## config.mk

```make
export PLATFORM = sky130hd
export DESIGN_NAME = stack_with_search_and_middle_core
export DESIGN_NICKNAME = d
export VERILOG_FILES = /design/src/rtl/swsm_pkg.sv /design/src/rtl/stack_with_search_and_middle_core.sv /design/src/rtl/swsm_mem.sv
export SDC_FILE = /design/constraint.sdc
export NUM_CORES = 1
export LEC_CHECK = 0
export BUFFER_PORTS_ARGS = -buffer_cell sky130_fd_sc_hd__buf_4
export CAP_MARGIN = 25
export CELL_PAD_IN_SITES_DETAIL_PLACEMENT = 0
export CELL_PAD_IN_SITES_GLOBAL_PLACEMENT = 2
export CORE_MARGIN = 4
export CORE_UTILIZATION = 52
export CTS_CLUSTER_SIZE = 12
export DETAILED_ROUTE_END_ITERATION = 6
export PLACE_DENSITY_LB_ADDON = 0.15
export SYNTH_ARGS = -nofsm -noshare
export SYNTH_HDL_FRONTEND = slang
export SYNTH_SLANG_ARGS = --single-unit
```

## constraint.sdc

```tcl
create_clock -name clk -period 12.7 [get_ports clk]
set_clock_uncertainty 0.05 [all_clocks]
set_input_delay 0.635 -clock clk [delete_from_list [all_inputs] [get_ports clk]]
set_output_delay 0.635 -clock clk [all_outputs]
set_load 0.005 [all_outputs]
```

## src/rtl/swsm_pkg.sv

```systemverilog
// Shared constants and codes for the stack with search and middle lookup.
package swsm_pkg;

    localparam int DEPTH   = 32;
    localparam int DATA_W  = 32;
    localparam int POS_W   = 6;
    localparam int AW      = (DEPTH > 1) ? $clog2(DEPTH) : 1;
    localparam int CW      = $clog2(DEPTH + 1);
    localparam int IW      = $clog2(DEPTH + 2);

    localparam logic [1:0] REQ_PUSH   = 2'd0;
    localparam logic [1:0] REQ_POP    = 2'd1;
    localparam logic [1:0] REQ_SEARCH = 2'd2;
    localparam logic [1:0] REQ_MIDDLE = 2'd3;

    localparam logic [1:0] ST_OK       = 2'd0;
    localparam logic [1:0] ST_FULL     = 2'd1;
    localparam logic [1:0] ST_EMPTY    = 2'd2;
    localparam logic [1:0] ST_NOTFOUND = 2'd3;

endpackage

```

## src/rtl/stack_with_search_and_middle_core.sv

```systemverilog
// Top level: bounded LIFO stack with push, pop, key search and middle lookup.
//
//  channel | signals                               | direction
//  --------+---------------------------------------+----------
//  in      | in_valid, in_ready, req_type,         | into block
//          | data_value                            |
//  out     | out_valid, out_ready, status,         | out of block
//          | entry_value, position, last           |
//
// Push, pop and middle: result registered from S_REPLY once the output is free; the
// next item is not taken until that result is loaded.
// Search: the single read port reads one entry per cycle from the top unless a match
// waits on a stalled output; compare runs in the next cycle; final result in S_FINISH.
// Output stalls hold the sequencer only when a result has to be loaded.
// Reset clears the entry count; the storage itself is not cleared.
// in_ready is high only while the sequencer is idle.
module stack_with_search_and_middle_core (
    input  logic                               clk,
    input  logic                               rst_n,
    input  logic                               in_valid,
    output logic                               in_ready,
    input  logic [1:0]                         req_type,
    input  logic signed [swsm_pkg::DATA_W-1:0] data_value,
    output logic                               out_valid,
    input  logic                               out_ready,
    output logic [1:0]                         status,
    output logic signed [swsm_pkg::DATA_W-1:0] entry_value,
    output logic [swsm_pkg::POS_W-1:0]         position,
    output logic                               last
);
    import swsm_pkg::*;

    typedef enum logic [1:0] {
        S_IDLE,
        S_REPLY,
        S_SCAN,
        S_FINISH
    } state_t;

    state_t                   state_reg, state_next;
    logic [CW-1:0]            count_reg, count_next;
    logic signed [DATA_W-1:0] key_reg, key_next;
    logic [1:0]               rep_status_reg, rep_status_next;
    logic                     rep_mem_reg, rep_mem_next;
    logic [CW-1:0]            rep_pos_reg, rep_pos_next;
    logic [IW-1:0]            issue_pos_reg, issue_pos_next;
    logic                     cmp_valid_reg, cmp_valid_next;
    logic [CW-1:0]            cmp_pos_reg, cmp_pos_next;
    logic                     pend_valid_reg, pend_valid_next;
    logic [CW-1:0]            pend_pos_reg, pend_pos_next;

    logic                     out_valid_reg, out_valid_next;
    logic [1:0]               status_reg, status_next;
    logic signed [DATA_W-1:0] entry_value_reg, entry_value_next;
    logic [POS_W-1:0]         position_reg, position_next;
    logic                     last_reg, last_next;

    logic                     mem_we;
    logic [AW-1:0]            mem_waddr;
    logic                     mem_re;
    logic [AW-1:0]            mem_raddr;
    logic signed [DATA_W-1:0] mem_rdata;

    logic                     out_free;
    logic                     hit;
    logic                     stall;
    logic [CW-1:0]            mid_pos;

    swsm_mem u_mem (
        .clk   (clk),
        .we    (mem_we),
        .waddr (mem_waddr),
        .wdata (data_value),
        .re    (mem_re),
        .raddr (mem_raddr),
        .rdata (mem_rdata)
    );

    assign out_free = !out_valid_reg || out_ready;
    assign hit      = cmp_valid_reg && (mem_rdata == key_reg);
    assign stall    = hit && pend_valid_reg && !out_free;
    assign mid_pos  = (count_reg >> 1) + CW'(1);

    always_comb
    begin
        state_next       = state_reg;
        count_next       = count_reg;
        key_next         = key_reg;
        rep_status_next  = rep_status_reg;
        rep_mem_next     = rep_mem_reg;
        rep_pos_next     = rep_pos_reg;
        issue_pos_next   = issue_pos_reg;
        cmp_valid_next   = cmp_valid_reg;
        cmp_pos_next     = cmp_pos_reg;
        pend_valid_next  = pend_valid_reg;
        pend_pos_next    = pend_pos_reg;
        out_valid_next   = out_valid_reg;
        status_next      = status_reg;
        entry_value_next = entry_value_reg;
        position_next    = position_reg;
        last_next        = last_reg;
        mem_we           = 1'b0;
        mem_waddr        = AW'(count_reg);
        mem_re           = 1'b0;
        mem_raddr        = '0;

        if (out_valid_reg && out_ready)
        begin
            out_valid_next = 1'b0;
        end

        unique case (state_reg)
            S_IDLE:
            begin
                if (in_valid)
                begin
                    key_next        = data_value;
                    rep_status_next = ST_OK;
                    rep_mem_next    = 1'b0;
                    rep_pos_next    = '0;
                    state_next      = S_REPLY;
                    unique case (req_type)
                        REQ_PUSH:
                        begin
                            if (count_reg == CW'(DEPTH))
                            begin
                                rep_status_next = ST_FULL;
                            end
                            else
                            begin
                                mem_we     = 1'b1;
                                count_next = count_reg + CW'(1);
                            end
                        end
                        REQ_POP:
                        begin
                            if (count_reg == '0)
                            begin
                                rep_status_next = ST_EMPTY;
                            end
                            else
                            begin
                                mem_re       = 1'b1;
                                mem_raddr    = AW'(count_reg - CW'(1));
                                count_next   = count_reg - CW'(1);
                                rep_mem_next = 1'b1;
                            end
                        end
                        REQ_SEARCH:
                        begin
                            issue_pos_next  = IW'(1);
                            cmp_valid_next  = 1'b0;
                            pend_valid_next = 1'b0;
                            state_next      = S_SCAN;
                        end
                        REQ_MIDDLE:
                        begin
                            if (count_reg == '0)
                            begin
                                rep_status_next = ST_EMPTY;
                            end
                            else
                            begin
                                mem_re       = 1'b1;
                                mem_raddr    = AW'(count_reg - mid_pos);
                                rep_mem_next = 1'b1;
                                rep_pos_next = mid_pos;
                            end
                        end
                        default:
                        begin
                            state_next = S_IDLE;
                        end
                    endcase
                end
            end
            S_REPLY:
            begin
                if (out_free)
                begin
                    out_valid_next   = 1'b1;
                    status_next      = rep_status_reg;
                    entry_value_next = rep_mem_reg ? mem_rdata : '0;
                    position_next    = POS_W'(rep_pos_reg);
                    last_next        = 1'b1;
                    state_next       = S_IDLE;
                end
            end
            S_SCAN:
            begin
                if (!stall)
                begin
                    if (issue_pos_reg <= IW'(count_reg))
                    begin
                        mem_re         = 1'b1;
                        mem_raddr      = AW'(IW'(count_reg) - issue_pos_reg);
                        cmp_valid_next = 1'b1;
                        cmp_pos_next   = CW'(issue_pos_reg);
                        issue_pos_next = issue_pos_reg + IW'(1);
                    end
                    else
                    begin
                        cmp_valid_next = 1'b0;
                        if (!cmp_valid_reg)
                        begin
                            state_next = S_FINISH;
                        end
                    end
                    if (hit)
                    begin
                        if (pend_valid_reg)
                        begin
                            out_valid_next   = 1'b1;
                            status_next      = ST_OK;
                            entry_value_next = key_reg;
                            position_next    = POS_W'(pend_pos_reg);
                            last_next        = 1'b0;
                        end
                        pend_valid_next = 1'b1;
                        pend_pos_next   = cmp_pos_reg;
                    end
                end
            end
            S_FINISH:
            begin
                if (out_free)
                begin
                    out_valid_next = 1'b1;
                    last_next      = 1'b1;
                    if (pend_valid_reg)
                    begin
                        status_next      = ST_OK;
                        entry_value_next = key_reg;
                        position_next    = POS_W'(pend_pos_reg);
                    end
                    else
                    begin
                        status_next      = ST_NOTFOUND;
                        entry_value_next = '0;
                        position_next    = '0;
                    end
                    state_next = S_IDLE;
                end
            end
            default:
            begin
                state_next = S_IDLE;
            end
        endcase
    end

    always_ff @(posedge clk or negedge rst_n)
    begin
        if (!rst_n)
        begin
            state_reg       <= S_IDLE;
            count_reg       <= '0;
            key_reg         <= '0;
            rep_status_reg  <= ST_OK;
            rep_mem_reg     <= 1'b0;
            rep_pos_reg     <= '0;
            issue_pos_reg   <= '0;
            cmp_valid_reg   <= 1'b0;
            cmp_pos_reg     <= '0;
            pend_valid_reg  <= 1'b0;
            pend_pos_reg    <= '0;
            out_valid_reg   <= 1'b0;
            status_reg      <= ST_OK;
            entry_value_reg <= '0;
            position_reg    <= '0;
            last_reg        <= 1'b0;
        end
        else
        begin
            state_reg       <= state_next;
            count_reg       <= count_next;
            key_reg         <= key_next;
            rep_status_reg  <= rep_status_next;
            rep_mem_reg     <= rep_mem_next;
            rep_pos_reg     <= rep_pos_next;
            issue_pos_reg   <= issue_pos_next;
            cmp_valid_reg   <= cmp_valid_next;
            cmp_pos_reg     <= cmp_pos_next;
            pend_valid_reg  <= pend_valid_next;
            pend_pos_reg    <= pend_pos_next;
            out_valid_reg   <= out_valid_next;
            status_reg      <= status_next;
            entry_value_reg <= entry_value_next;
            position_reg    <= position_next;
            last_reg        <= last_next;
        end
    end

    assign in_ready    = (state_reg == S_IDLE);
    assign out_valid   = out_valid_reg;
    assign status      = status_reg;
    assign entry_value = entry_value_reg;
    assign position    = position_reg;
    assign last        = last_reg;

endmodule

```

## src/rtl/swsm_mem.sv

```systemverilog
// Stack storage: one write port and one read port with registered read data.
module swsm_mem (
    input  logic                               clk,
    input  logic                               we,
    input  logic [swsm_pkg::AW-1:0]            waddr,
    input  logic signed [swsm_pkg::DATA_W-1:0] wdata,
    input  logic                               re,
    input  logic [swsm_pkg::AW-1:0]            raddr,
    output logic signed [swsm_pkg::DATA_W-1:0] rdata
);
    import swsm_pkg::*;

    logic signed [DATA_W-1:0] mem [DEPTH];
    logic signed [DATA_W-1:0] rdata_reg;

    always_ff @(posedge clk)
    begin
        if (we)
        begin
            mem[waddr] <= wdata;
        end
        if (re)
        begin
            rdata_reg <= mem[raddr];
        end
    end

    assign rdata = rdata_reg;

endmodule

```

==> qor.yml <==
status: "finished, final reports clean"
power_density_nw_per_um2: 228.4
gr-usage-all-layers: 0.2522
drive_gt1_frac: 0.1293
worstSetupPathType: "reg -> reg"
synth_top_area_frac: 0.6659
synth_mux_area_frac: 0.1615
ctsLongestPathBuffers: 3
drtIter0Drc: 2334
cts_tree: "yes"
die_h_microns: 310.6
r2r_cells: 12
yosys_warnings: 0
setup_viol: 0
fin_cells: 4193
synth_top_area_cell: "edfxtp_1"
initial_utilization: 0.5266
largest_reg_flops: 1024
nets: 2985
slowest_stage: "buf_4"
hold_viol: 0
grt_max_degree: 136
routed_wl_mm: 124.1
synth-edff-count: 1056
htreeDepth: 3
vias_per_cell: 6.058
place_area_sq_um: 49530
clk_latency_ns: 0.71
finalMaxSlewViolations: 0
cp-start-kind: "register"
reg2reg_slack_ns: 6.79
place_congestion: 0.8285
io_buffer_count: 80
leakagePower_nw: 20.57
period_share: 0.4650
peakVddDrop_uv: 261.4
synth_xor_area_frac: 0.009380
finalInstanceArea_sq_um: 53150
fmax_mhz: 169.3
hold_path_depth: 3
vias: 25400
finalCriticalPeriod_ns: 5.906
synth_top_family_by_area: "multiplexers"
core_sq_um: 90420
ys_ff_latch: 1167
synth_cell_types: 70
postSynthCellCount: 2813
dp_hpwl_mm: 64.16
cp_cell_sequence: "xnor2_1 > nand4_1 > nor4_1 > nand4_2 > a21boi_4 > buf_4 > buf_4 > buf_12 > mux2i_1 > mux2i_1 > o22ai_1 > nor4_2"
root_buffer: "clkbuf_16"
ioPinCount: 81
rsz0062_at_grt: "false"
max_stage_delay_ns: 0.76
yosys.cell_count.top_type: "edfxtp_1"
drc: 0
antenna_found_initial: 1
syn_to_final_growth_pct: 11.61
synth_adder_area_share: 0.005938
whs_ns: 0.1792
synth_common_cells: "1,056 x edfxtp_1, 755 x mux2i_1, 187 x nand2_1"
synth-simple-area-share: 0.03694
cp_max_fo: 116
slew-limit-headroom: 0.2275
timing.critical_path.to_type: "register"
min_path_type: "in -> reg"
cts_buffers: 117
tightest_slew_ns: 1.159
dp.cells: 3979
setup_tns_ns: 0
synth_compound_area_frac: 0.03917
largest_register: "u_mem.mem"
synth_nets: 2873
syn_avg_cell_area_sq_um: 16.93
arrival_ns: 6.29
async_flop_share: 0.09512
synthTopCellsByArea: "edfxtp_1 67%, mux2i_1 16%, dfrtp_1 5.8%, o22ai_1 1.7%, nand2_1 1.5%"
critPathRequiredTime_ns: 13.09
post_cts_resized: 0
drtAntennaViolNets: 0
num_rows: 110
cts_sinks: 1167
grt_pass1_vias: 25100
die_w_microns: 310.6
grt_pass1_wl_mm: 176.5
die_area_sq_um: 96480
yosysSeqAreaShare: 0.7242
syn-cell-area_sq_um: 47620
wl_per_cell_microns: 29.60
final_core_util: 0.5878
first_pass_iters: 6
max_cap_viol_count: 0
ys.flop_type: "edfxtp_1"
clk_pin_slew_ns: 0.06
grt_overflow: 0
-- stage by stage --
stage          power, mW  worst slack (ns)
6_report           12.14             6.794
5_1_grt            12.64             6.474
4_1_cts            12.19             6.644
3_5_place_dp       8.975             6.661
3_3_place_gp       8.913             6.547
2_1_floorplan      7.789             7.873
-- critical path, delay by kind of cell (launching register included) --
kind,cells,cell delay [ns]
muxes,2,0.39
and+or+nand+nor,4,1.21
AOI/OAI and AO/OA,2,0.57
buffers and inverters,3,2.07
xor gates and xnor gates,1,0.54
DFF,1,0.45
-- routing by layer --
| metal | vias to the layer above | part of all wire | track usage |
|---|---|---|---|
| met2 | 855 | 0.48 | 0.4165 |
| met5 | - | 0 | 0 |
| met3 | 221 | 0.061 | 0.04049 |
| met1 | 13170 | 0.43 | 0.3485 |
| met4 | 0 | 0.030 | 0.07655 |
| li1 | 11160 | - | - |
-- layout make-up --
cell class	instances	area, sq um
fill	6768	37270
antenna	1	2.502
inverter	26	97.59
clock buffer	177	3298
multi-input combinational	1469	12380
tap	1176	1471
timing repair buffer	144	1157
sequential	1167	34490
clock inverter	33	252.7
-- cells by family after synthesis --
group / Yosys count
flops: 1167
mux: 767
simple gates: 345
compound gates: 284
buf+inv: 177
xor+xnor: 51
fa+ha+maj: 22
-- final timing paths --
kind                            startpoint         endpoint
max reg2reg                u_mem.rdata[20]  u_mem.rdata[15]
min reg2reg                 entry_value[6]   entry_value[6]
min in group asynchronous            rst_n     count_reg[0]
max                        u_mem.rdata[20]  u_mem.rdata[15]
max in group asynchronous            rst_n      key_reg[11]
min                              out_ready        out_valid
-- power breakdown --
part           internal [mW]  switching (mW)
logic                   1.69            2.51
registers               4.48           0.235
clock network           1.84            1.39
-- cell usage in the layout (no fill, tap or decap), types with 3 or more instances in the layout --
master	Yosys	final
nand3_2	0	4
inv_1	24	24
nor4_1	5	5
nor4_2	30	30
a221oi_1	5	5
a21oi_1	25	24
nand2b_1	6	6
nor2b_1	5	4
edfxtp_1	1056	1056
nand4_1	10	10
clkinv_1	1	14
dfrtp_1	111	111
clkinv_2	0	13
mux2i_1	755	755
bufinv_16	0	3
o21ai_0	44	43
a22oi_1	32	32
nor2_4	0	32
xnor2_1	41	41
o21bai_1	5	5
nand3_1	24	20
nor2_1	53	21
ha_1	21	21
clkbuf_8	0	6
clkbuf_16	0	121
nor3_1	5	5
clkbuf_1	47	50
xor2_1	10	10
o22ai_1	127	127
o31ai_1	11	10
and2_1	5	5
mux2_2	12	12
buf_4	28	136
a211oi_1	5	5
nand2_1	187	186
a21o_1	3	3
-- what timing repair did --
action / CTS / global route
endpoints found under the hold margin: 59 / 0
hold buffers: 1 / 0
setup buffers: 0 / 0
setup endpoints to repair: 0 / 0
(Power assumes the default switching activity.)
